## src/lbm_pkg.sv

```systemverilog
package lbm_pkg;

	// Fixed field widths
	localparam int unsigned COL_W     = 6;
	localparam int unsigned COL_SPAN  = 1 << COL_W;
	localparam int unsigned LVL_W     = 16;
	localparam int unsigned MS_W      = 16;
	localparam int unsigned GAIN_W    = 9;
	localparam int unsigned ROWS_W    = 6;
	localparam int unsigned BRIGHT_W  = 8;
	localparam int unsigned COLUMNS_DEF = 64;

	// Register map (index = paddr[3:2])
	localparam int unsigned PADDR_W = 4;
	localparam logic [1:0] REG_GAIN    = 2'd0;
	localparam logic [1:0] REG_HOLD_EN = 2'd1;
	localparam logic [1:0] REG_ROWS    = 2'd2;
	localparam logic [1:0] REG_HOLD_MS = 2'd3;

	localparam logic [GAIN_W-1:0] GAIN_RST    = 9'd230;
	localparam logic              HOLD_EN_RST = 1'b1;
	localparam logic [ROWS_W-1:0] ROWS_RST    = 6'd24;
	localparam logic [MS_W-1:0]   HOLD_MS_RST = 16'd500;

	// Q0.16 rates: 0.4 and 0.15
	localparam logic [14:0] ATTACK_Q16 = 15'd26214;
	localparam logic [14:0] DECAY_Q16  = 15'd9830;

	// floor(y/20) = (y * DIV20_M) >> DIV20_SH, exact for y < 2^18
	localparam logic [16:0] DIV20_M  = 17'd104858;
	localparam int unsigned DIV20_SH = 21;
	// floor(t/5) = (t * DIV5_M) >> DIV5_SH, exact for t < 2730
	localparam logic [10:0] DIV5_M   = 11'd1639;
	localparam int unsigned DIV5_SH  = 13;
	// floor(t/25) = (t * DIV25_M) >> DIV25_SH, exact for t < 43690
	localparam logic [13:0] DIV25_M  = 14'd10486;
	localparam int unsigned DIV25_SH = 18;

	localparam logic [10:0] BODY_BASE = 11'd512;
	localparam logic [12:0] TOP_BASE  = 13'd3072;

	typedef struct packed {
		logic [COL_W-1:0] column;
		logic [LVL_W-1:0] target_level;
		logic [MS_W-1:0]  elapsed_ms;
	} item_t;

	typedef struct packed {
		logic [LVL_W-1:0]    level;
		logic [LVL_W-1:0]    peak_level;
		logic                peak_shown;
		logic [ROWS_W-1:0]   lit_count;
		logic [ROWS_W-1:0]   peak_row;
		logic                peak_row_valid;
		logic [BRIGHT_W-1:0] body_brightness;
		logic [BRIGHT_W-1:0] top_brightness;
	} result_t;

	typedef struct packed {
		logic [GAIN_W-1:0] gain;
		logic              hold_en;
		logic [ROWS_W-1:0] rows;
		logic [MS_W-1:0]   hold_ms;
	} cfg_t;

	// One strobe per datapath step
	typedef struct packed {
		logic load;
		logic calc;
		logic step;
		logic upd;
		logic emit;
	} cmd_t;

	// col mod cols without a divider; only called with constant arguments
	function automatic int unsigned wrap_col(input int unsigned col, input int unsigned cols);
		int unsigned r;
		r = 0;
		for (int unsigned i = 0; i < col; i++) begin
			if (r + 1 == cols) begin
				r = 0;
			end else begin
				r = r + 1;
			end
		end
		return r;
	endfunction

endpackage

```

## src/lbm_ram.sv

```systemverilog
module lbm_ram #(
	parameter int unsigned WIDTH = 48,
	parameter int unsigned DEPTH = 64
) (
	input  logic                                  clk,
	input  logic                                  we,
	input  logic [(DEPTH > 1 ? $clog2(DEPTH) : 1)-1:0] waddr,
	input  logic [WIDTH-1:0]                      wdata,
	input  logic                                  re,
	input  logic [(DEPTH > 1 ? $clog2(DEPTH) : 1)-1:0] raddr,
	output logic [WIDTH-1:0]                      rdata
);

	logic [WIDTH-1:0] mem [DEPTH];

	always_ff @(posedge clk) begin
		if (we) begin
			mem[waddr] <= wdata;
		end
		if (re) begin
			rdata <= mem[raddr];
		end
	end

endmodule

```

## src/lbm_ctrl.sv

```systemverilog
module lbm_ctrl (
	input  logic          clk,
	input  logic          arst_n,
	input  logic          item_valid,
	output logic          item_ready,
	output logic          result_valid,
	input  logic          result_ready,
	output lbm_pkg::cmd_t cmd
);
	import lbm_pkg::*;

	localparam logic [2:0] ST_IDLE = 3'd0;
	localparam logic [2:0] ST_READ = 3'd1;
	localparam logic [2:0] ST_MUL  = 3'd2;
	localparam logic [2:0] ST_PEAK = 3'd3;
	localparam logic [2:0] ST_FIN  = 3'd4;

	logic [2:0] state_q;
	logic [2:0] state_nxt;
	logic       out_vld_q;
	logic       out_free;

	assign out_free   = !out_vld_q || result_ready;
	assign item_ready = (state_q == ST_IDLE);

	assign cmd.load = item_ready && item_valid;
	assign cmd.calc = (state_q == ST_READ);
	assign cmd.step = (state_q == ST_MUL);
	assign cmd.upd  = (state_q == ST_PEAK);
	assign cmd.emit = (state_q == ST_FIN) && out_free;

	always_comb begin
		state_nxt = state_q;
		case (state_q)
			ST_IDLE: begin
				if (item_valid) state_nxt = ST_READ;
			end
			ST_READ: state_nxt = ST_MUL;
			ST_MUL:  state_nxt = ST_PEAK;
			ST_PEAK: state_nxt = ST_FIN;
			ST_FIN: begin
				if (out_free) state_nxt = ST_IDLE;
			end
			default: state_nxt = ST_IDLE;
		endcase
	end

	always_ff @(posedge clk or negedge arst_n) begin
		if (!arst_n) begin
			state_q   <= ST_IDLE;
			out_vld_q <= 1'b0;
		end else begin
			state_q <= state_nxt;
			if (cmd.emit) begin
				out_vld_q <= 1'b1;
			end else if (result_ready) begin
				out_vld_q <= 1'b0;
			end
		end
	end

	assign result_valid = out_vld_q;

	a_one_step: assert property (@(posedge clk) disable iff (!arst_n)
		$onehot0({cmd.load, cmd.calc, cmd.step, cmd.upd, cmd.emit}))
		else $error("more than one datapath step active");

	a_accept_seq: assert property (@(posedge clk) disable iff (!arst_n)
		cmd.load |=> cmd.calc ##1 cmd.step ##1 cmd.upd)
		else $error("accepted transfer did not run through the datapath steps");

	a_emit_valid: assert property (@(posedge clk) disable iff (!arst_n)
		cmd.emit |=> result_valid)
		else $error("finished result not presented");

	a_no_overwrite: assert property (@(posedge clk) disable iff (!arst_n)
		(result_valid && !result_ready) |-> !cmd.emit)
		else $error("result overwritten while stalled");

endmodule

```

## src/lbm_dp.sv

```systemverilog
module lbm_dp #(
	parameter int unsigned COLUMNS = lbm_pkg::COLUMNS_DEF
) (
	input  logic             clk,
	input  logic             arst_n,
	input  lbm_pkg::cmd_t    cmd,
	input  lbm_pkg::item_t   item,
	input  lbm_pkg::cfg_t    cfg,
	output lbm_pkg::result_t result
);
	import lbm_pkg::*;

	localparam int unsigned IDX_W = (COLUMNS > 1) ? $clog2(COLUMNS) : 1;
	localparam int unsigned ENT_W = 2 * LVL_W + MS_W;

	// Column wrap table
	logic [IDX_W-1:0] wrap_tbl [COL_SPAN];
	for (genvar g = 0; g < COL_SPAN; g++) begin : g_wrap
		localparam int unsigned WRAPPED = wrap_col(g, COLUMNS);
		assign wrap_tbl[g] = IDX_W'(WRAPPED);
	end

	// Effective rates, refreshed every cycle from the gain register
	logic [23:0]      att_p, dec_p;
	logic [LVL_W-1:0] r_att_q, r_dec_q;
	assign att_p = 24'(ATTACK_Q16) * 24'(cfg.gain);
	assign dec_p = 24'(DECAY_Q16) * 24'(cfg.gain);

	always_ff @(posedge clk) begin
		r_att_q <= att_p[23:8];
		r_dec_q <= dec_p[23:8];
	end

	// Column store: {level, peak, timer}; entries not yet written read as zero
	logic [IDX_W-1:0]   rd_idx;
	logic [IDX_W-1:0]   col_q;
	logic [ENT_W-1:0]   rdata, wdata;
	logic [COLUMNS-1:0] vld_q;
	logic               vld_s1;

	assign rd_idx = wrap_tbl[item.column];

	lbm_ram #(.WIDTH(ENT_W), .DEPTH(COLUMNS)) u_store (
		.clk   (clk),
		.we    (cmd.upd),
		.waddr (col_q),
		.wdata (wdata),
		.re    (cmd.load),
		.raddr (rd_idx),
		.rdata (rdata)
	);

	always_ff @(posedge clk or negedge arst_n) begin
		if (!arst_n) begin
			vld_q <= '0;
		end else if (cmd.upd) begin
			vld_q[col_q] <= 1'b1;
		end
	end

	// Load
	logic [LVL_W-1:0] tgt_q;
	logic [MS_W-1:0]  el_q;

	always_ff @(posedge clk) begin
		if (cmd.load) begin
			col_q  <= rd_idx;
			tgt_q  <= item.target_level;
			el_q   <= item.elapsed_ms;
			vld_s1 <= vld_q[rd_idx];
		end
	end

	// Calc: pick stored state, distance to target
	logic [ENT_W-1:0] ent;
	logic [LVL_W-1:0] cur, diff;
	logic             up;
	logic [LVL_W-1:0] cur_q, pk_q, diff_q;
	logic [MS_W-1:0]  tm_q;
	logic             up_q;

	assign ent  = vld_s1 ? rdata : '0;
	assign cur  = ent[ENT_W-1 -: LVL_W];
	assign up   = cur < tgt_q;
	assign diff = up ? (tgt_q - cur) : (cur - tgt_q);

	always_ff @(posedge clk) begin
		if (cmd.calc) begin
			cur_q  <= cur;
			pk_q   <= ent[MS_W +: LVL_W];
			tm_q   <= ent[MS_W-1:0];
			up_q   <= up;
			diff_q <= diff;
		end
	end

	// Step: level moves toward target by diff * rate
	logic [2*LVL_W-1:0] step_p;
	logic [LVL_W-1:0]   lvl_q;

	assign step_p = (2*LVL_W)'(diff_q) * (2*LVL_W)'(up_q ? r_att_q : r_dec_q);

	always_ff @(posedge clk) begin
		if (cmd.step) begin
			lvl_q <= up_q ? (cur_q + step_p[2*LVL_W-1 -: LVL_W])
			              : (cur_q - step_p[2*LVL_W-1 -: LVL_W]);
		end
	end

	// Update: peak hold, lit count, brightness numerators
	logic [LVL_W:0]     y20;
	logic [33:0]        q20_p;
	logic [LVL_W-1:0]   pk_dec, pk_n;
	logic [MS_W-1:0]    tm_n;
	logic [21:0]        lit_p;
	logic [ROWS_W-1:0]  lit0, lit;
	logic [21:0]        lvl20;
	logic [25:0]        b_p;
	logic [28:0]        t_p;
	logic [LVL_W-1:0]   pk2_q;
	logic [ROWS_W-1:0]  lit_q;
	logic               shown_q;
	logic [10:0]        bnum_q;
	logic [12:0]        tnum_q;

	// floor(19*pk/20) = pk - ceil(pk/20)
	assign y20    = (LVL_W+1)'(pk_q) + (LVL_W+1)'(19);
	assign q20_p  = 34'(y20) * 34'(DIV20_M);
	assign pk_dec = pk_q - LVL_W'(q20_p >> DIV20_SH);

	always_comb begin
		pk_n = pk_q;
		tm_n = tm_q;
		if (cfg.hold_en) begin
			if (lvl_q >= pk_q) begin
				pk_n = lvl_q;
				tm_n = cfg.hold_ms;
			end else if (tm_q != '0) begin
				tm_n = (tm_q > el_q) ? (tm_q - el_q) : '0;
			end else begin
				pk_n = pk_dec;
			end
		end
	end

	assign wdata = {lvl_q, pk_n, tm_n};

	assign lit_p = 22'(lvl_q) * 22'(cfg.rows);
	assign lit0  = lit_p[21:16];
	// 20*level against full scale: a level above the 0.05 floor lights one LED
	assign lvl20 = 22'({lvl_q, 4'b0}) + 22'({lvl_q, 2'b0});
	assign lit   = (lit0 == '0 && cfg.rows != '0 && lvl20 > 22'(1 << LVL_W))
	               ? ROWS_W'(1) : lit0;

	// 768*level and 4608*level by shift and add
	assign b_p = {lvl_q, 10'b0} - {2'b0, lvl_q, 8'b0};
	assign t_p = {lvl_q, 13'b0} - {1'b0, lvl_q, 12'b0} + {4'b0, lvl_q, 9'b0};

	always_ff @(posedge clk) begin
		if (cmd.upd) begin
			pk2_q   <= pk_n;
			lit_q   <= lit;
			shown_q <= cfg.hold_en && (tm_n != '0);
			bnum_q  <= BODY_BASE + 11'(b_p[25:16]);
			tnum_q  <= TOP_BASE + 13'(t_p[28:16]);
		end
	end

	// Emit: peak row and brightness
	logic [21:0]        prow_p;
	logic [ROWS_W-1:0]  prow_full;
	logic               pvalid;
	logic [21:0]        body_p;
	logic [26:0]        top_p;
	logic [8:0]         body_full, top_full;
	logic [BRIGHT_W-1:0] body_sat, top_sat;
	result_t            res_q;

	assign prow_p    = 22'(pk2_q) * 22'(cfg.rows);
	assign prow_full = prow_p[21:16];
	assign pvalid    = (prow_full != '0) && (prow_full <= cfg.rows);

	assign body_p    = 22'(bnum_q) * 22'(DIV5_M);
	assign top_p     = 27'(tnum_q) * 27'(DIV25_M);
	assign body_full = 9'(body_p >> DIV5_SH);
	assign top_full  = 9'(top_p >> DIV25_SH);
	assign body_sat  = body_full[8] ? '1 : body_full[7:0];
	assign top_sat   = top_full[8] ? '1 : top_full[7:0];

	always_ff @(posedge clk) begin
		if (cmd.emit) begin
			res_q.level           <= lvl_q;
			res_q.peak_level      <= pk2_q;
			res_q.peak_shown      <= shown_q;
			res_q.lit_count       <= lit_q;
			res_q.peak_row        <= pvalid ? (prow_full - ROWS_W'(1)) : '0;
			res_q.peak_row_valid  <= pvalid;
			res_q.body_brightness <= (lit_q == '0) ? '0 : body_sat;
			res_q.top_brightness  <= (lit_q == '0) ? '0 : top_sat;
		end
	end

	assign result = res_q;

endmodule

```

## src/led_bar_meter_ballistics.sv

```systemverilog
// Each item runs through the store read, smoothing multiply, peak update and
// output steps one after another on a single datapath; the next item is taken
// only once the previous one has left the output step.
// A new item is taken while the previous result still waits in the output register.
// Reset (arst_n low, asynchronous) clears all column levels, peaks and timers
// at once through per-column valid bits and loads the register defaults.
module led_bar_meter_ballistics #(
	parameter int unsigned COLUMNS = lbm_pkg::COLUMNS_DEF
) (
	input  logic                          clk,
	input  logic                          arst_n,
	// Item channel
	input  logic                          item_valid,
	output logic                          item_ready,
	input  lbm_pkg::item_t                item,
	// Result channel
	output logic                          result_valid,
	input  logic                          result_ready,
	output lbm_pkg::result_t              result,
	// Register port
	input  logic                          psel,
	input  logic                          penable,
	input  logic                          pwrite,
	input  logic [lbm_pkg::PADDR_W-1:0]   paddr,
	input  logic [31:0]                   pwdata,
	output logic [31:0]                   prdata,
	output logic                          pready
);
	import lbm_pkg::*;

	cfg_t cfg_q;
	cmd_t cmd;
	logic wr_xfer;

	// Register port: zero wait states, write lands on the access cycle.
	assign pready  = 1'b1;
	assign wr_xfer = psel && penable && pwrite && pready;

	always_ff @(posedge clk or negedge arst_n) begin
		if (!arst_n) begin
			cfg_q.gain    <= GAIN_RST;
			cfg_q.hold_en <= HOLD_EN_RST;
			cfg_q.rows    <= ROWS_RST;
			cfg_q.hold_ms <= HOLD_MS_RST;
		end else if (wr_xfer) begin
			case (paddr[3:2])
				REG_GAIN:    cfg_q.gain    <= pwdata[GAIN_W-1:0];
				REG_HOLD_EN: cfg_q.hold_en <= pwdata[0];
				REG_ROWS:    cfg_q.rows    <= pwdata[ROWS_W-1:0];
				REG_HOLD_MS: cfg_q.hold_ms <= pwdata[MS_W-1:0];
				default: ;
			endcase
		end
	end

	// Readback, zero-extended
	always_comb begin
		case (paddr[3:2])
			REG_GAIN:    prdata = 32'(cfg_q.gain);
			REG_HOLD_EN: prdata = 32'(cfg_q.hold_en);
			REG_ROWS:    prdata = 32'(cfg_q.rows);
			REG_HOLD_MS: prdata = 32'(cfg_q.hold_ms);
			default:     prdata = '0;
		endcase
	end

	// Sequencer: at most one step strobe per cycle, owns both handshakes.
	lbm_ctrl u_ctrl (
		.clk          (clk),
		.arst_n       (arst_n),
		.item_valid   (item_valid),
		.item_ready   (item_ready),
		.result_valid (result_valid),
		.result_ready (result_ready),
		.cmd          (cmd)
	);

	// Datapath: column store, smoothing, peak hold, LED mapping.
	lbm_dp #(.COLUMNS(COLUMNS)) u_dp (
		.clk    (clk),
		.arst_n (arst_n),
		.cmd    (cmd),
		.item   (item),
		.cfg    (cfg_q),
		.result (result)
	);

endmodule

```

## config.mk

```make
export PLATFORM = sky130hd
export DESIGN_NAME = led_bar_meter_ballistics
export DESIGN_NICKNAME = d
export VERILOG_FILES = /design/src/lbm_pkg.sv /design/src/lbm_ram.sv /design/src/lbm_ctrl.sv /design/src/lbm_dp.sv /design/src/led_bar_meter_ballistics.sv
export SDC_FILE = /design/constraint.sdc
export NUM_CORES = 2
export LEC_CHECK = 0
export ABC_CLOCK_PERIOD_IN_PS = 12600
export BUFFER_PORTS_ARGS = -buffer_cell sky130_fd_sc_hd__buf_2
export CORE_ASPECT_RATIO = 1.75
export CORE_MARGIN = 3
export CORE_UTILIZATION = 57
export DETAILED_ROUTE_END_ITERATION = 16
export GPL_TIMING_DRIVEN = 0
export PLACE_DENSITY = 0.76
export SYNTH_ARGS = -nofsm -noshare
export SYNTH_HDL_FRONTEND = slang
export SYNTH_HIERARCHICAL = 1
export SYNTH_SLANG_ARGS = --single-unit
```

## constraint.sdc

```tcl
create_clock -name clk -period 12.6 [get_ports clk]
set_input_delay 0.63 -clock clk [delete_from_list [all_inputs] [get_ports clk]]
set_output_delay 0.63 -clock clk [all_outputs]
set_load 0.05 [all_outputs]
```

==> flow_metrics.tcl <==
set metrics [dict create \
    worstPathRequired_ps 13330 \
    rows 258 \
    crit_fanout 35 \
    synth-async-reset-ratio 0.02879 \
    finClkSkew_ps 65.47 \
    synth-edff-count 3349 \
    rsz0062_at_grt "false" \
    hold_ws_ps 31.82 \
    synth.avg_cell_area_sq_um 17.10 \
    antenna_found_initial 29 \
    synth_seq_cells 3474 \
    synth_area_leader_cell "edfxtp_1" \
    finalSetupViolations 0 \
    clock-sinks 3474 \
    wl_mm 508.7 \
    first_pass_iters 6 \
    final_common_cell "edfxtp_1" \
    finalCritPeriodShare 0.9437 \
    synth_top_area_frac 0.6188 \
    clk_pin_slew_worst_paths_ps 60 \
    yosys.cell_types.count 96 \
    critPathLaunchType "register" \
    die_area_sq_mm 0.2918 \
    yosysSeqAreaShare 0.6374 \
    cts_tree "built" \
    fin_tns_setup_ps 0 \
    crit_path_top_delay_cell "xnor2_1" \
    core-area_sq_mm 0.2831 \
    io_pins 178 \
    die_h_microns 712.4 \
    hold_violations 0 \
    grt_overflow 0 \
    h-tree-depth 5 \
    hold_path.class "in2reg" \
    final_nets 11530 \
    hpwl_mm 350.8 \
    slew-limit-headroom -0.02821 \
    synth.area.top_cells "edfxtp_1 62%, mux4_2 11%, fa_1 6.4%" \
    timing.fmax_mhz 84.10 \
    drt_iter0_markers 12380 \
    grt.total_usage 0.3514 \
    tightest_slew_ps 1542 \
    die_x_microns 409.6 \
    ys_warn_count 6 \
    drcViolationCount 0 \
    maxCapViolations 1 \
    grt_pass1_wl_mm 723.3 \
    worstSkewPairLatency_ps 920 \
    final_antenna_net_count 0 \
    violations "capacitance limit, slew limit" \
    crit_path_max_incr_delay_ps 780 \
    cts_buffers 299 \
    end_kind "register" \
    root_buffer "clkbuf_16" \
    crit_type "reg2reg" \
    final_cell_mix "3349 x edfxtp_1, 894 x inv_1, 776 x mux4_2" \
    start_util 0.5741 \
    clockBufferDepth 4 \
    syn-cell-area_sq_mm 0.1625 \
    grt_max_degree 65 \
    layout-drive-gt1-share 0.1948 \
    synthCells 9502 \
    post_drt_wl_per_cell_microns 35.60 \
    design_area_sq_mm 0.1842 \
    status "complete, but fails checks" \
    vias_per_cell 6.752 \
    portBuffers 140 \
    fill_cells 18430 \
    synth-main-ff-cell "edfxtp_1" \
    place_area_sq_mm 0.1740 \
    drv_slew 12 \
    cp_data_arrival_time_ps 12620 \
    dr_total_vias 96500 \
    cts_setup_buffers 0 \
    area_growth_pct 13.34 \
    grt_pass1_vias 101400 \
    post-route-min-period_ps 11890 \
    place_congestion 0.9544 \
]
==> area by class of cell <==
type,instances,area [sq um],area share
Antenna cell,21,52.55,0.0002853
Buffer,420,2125,0.01153
Clock buffer,357,7836,0.04254
Clock inverter,173,1750,0.009503
Inverter,897,3367,0.01828
Multi-Input combinational cell,4726,54340,0.2950
Sequential cell,3474,103600,0.5624
Tap cell,3770,4717,0.02561
Timing Repair Buffer,453,6422,0.03487
==> registers in the layout, indices dropped and copies added, names as in the netlist, 32 cells and up <==
| signal | cells |
|---|---|
| u_dp/u_store/mem | 3072 |
| u_dp/vld_q | 64 |
| u_dp/result | 62 |
| u_dp/u_store/rdata | 48 |
| cfg_q | 32 |
==> kinds of logic after synthesis <==
| logic type | share of synthesized area |
|---|---|
| DFF | 0.6374 |
| buffers and inverters | 0.03377 |
| and+or+nand+nor | 0.03807 |
| adders and majority gates | 0.1151 |
| AOI/OAI and AO/OA | 0.04889 |
| muxes | 0.1165 |
| xor gates and xnor gates | 0.01024 |
| other | 0.00004621 |
==> metal layers <==
layer  vias to the layer above  routed length (microns)  global-route usage
met4                        20                    58490              0.3148
met2                      7266                   252400              0.5902
li1                      37930                        -                   -
met1                     48880                   144700              0.3668
met5                         -                      127                   0
met3                      2403                    53040             0.08108
==> Yosys cell counts, drive strengths merged, types with 15 or more instances <==
| cell type | count |
|---|---|
| o31ai | 18 |
| ha | 661 |
| nor2b | 53 |
| o21a | 34 |
| and2 | 170 |
| a21o | 91 |
| dfrtp | 86 |
| nor4 | 16 |
| o22ai | 135 |
| dfxtp | 25 |
| buf | 214 |
| or2 | 17 |
| a221oi | 90 |
| xor2 | 52 |
| nand2 | 470 |
| or3 | 15 |
| mux2i | 74 |
| edfxtp | 3349 |
| a22o | 70 |
| xnor2 | 138 |
| and3 | 33 |
| o221ai | 30 |
| mux4 | 776 |
| mux2 | 62 |
| nand4 | 30 |
| a22oi | 90 |
| nor2 | 291 |
| clkbuf | 206 |
| o21ai | 91 |
| o21bai | 60 |
| inv | 894 |
| nand3 | 52 |
| a211oi | 46 |
| a21oi | 235 |
| nor3 | 62 |
| fa | 521 |
| nand2b | 41 |
| a31oi | 23 |
==> per-stage QoR <==
stage / utilization / instances / setup WS, ps
floorplan: - / 9517 / 1162
global placement: 0.5934 / 13430 / -5463
detailed placement: 0.6146 / 13690 / 686.7
CTS: 0.6501 / 14270 / 638.6
global route: 0.6505 / 14270 / 93.22
finish: 0.6506 / 14290 / 709.4
==> path summary, 6_finish.rpt <==
path,start,to,slack (ps),cells after the start
min in group asynchronous,arst_n,u_dp/vld_q[34],290,2
hold / removal,pwdata[3],cfg_q[19],30,2
setup / recovery,u_dp/pk_q[0],u_dp/u_store/mem[26][30],710,39
setup reg to reg,u_dp/pk_q[0],u_dp/u_store/mem[26][30],710,39
max in group asynchronous,arst_n,cfg_q[30],11470,3
hold reg to reg,u_dp/lit_q[4],u_dp/result[27],440,0
==> critical path: cells and delay by family (launching register included) <==
family | cells | cell delay, ps
adders and majority gates | 9 | 3850
xor gates and xnor gates | 1 | 780
and+or+nand+nor | 7 | 1260
DFF | 1 | 530
buffers and inverters | 6 | 790
AOI/OAI and AO/OA | 16 | 4400
==> what timing repair did <==
action,CTS,global route
hold buffers,49,0
resized for setup,0,2
setup endpoints to repair,0,35
endpoints found under the hold margin,102,0
Power is left out: the tool's default activity adds up to more than one toggle a clock period on the data nets, which glitch-free logic cannot reach.
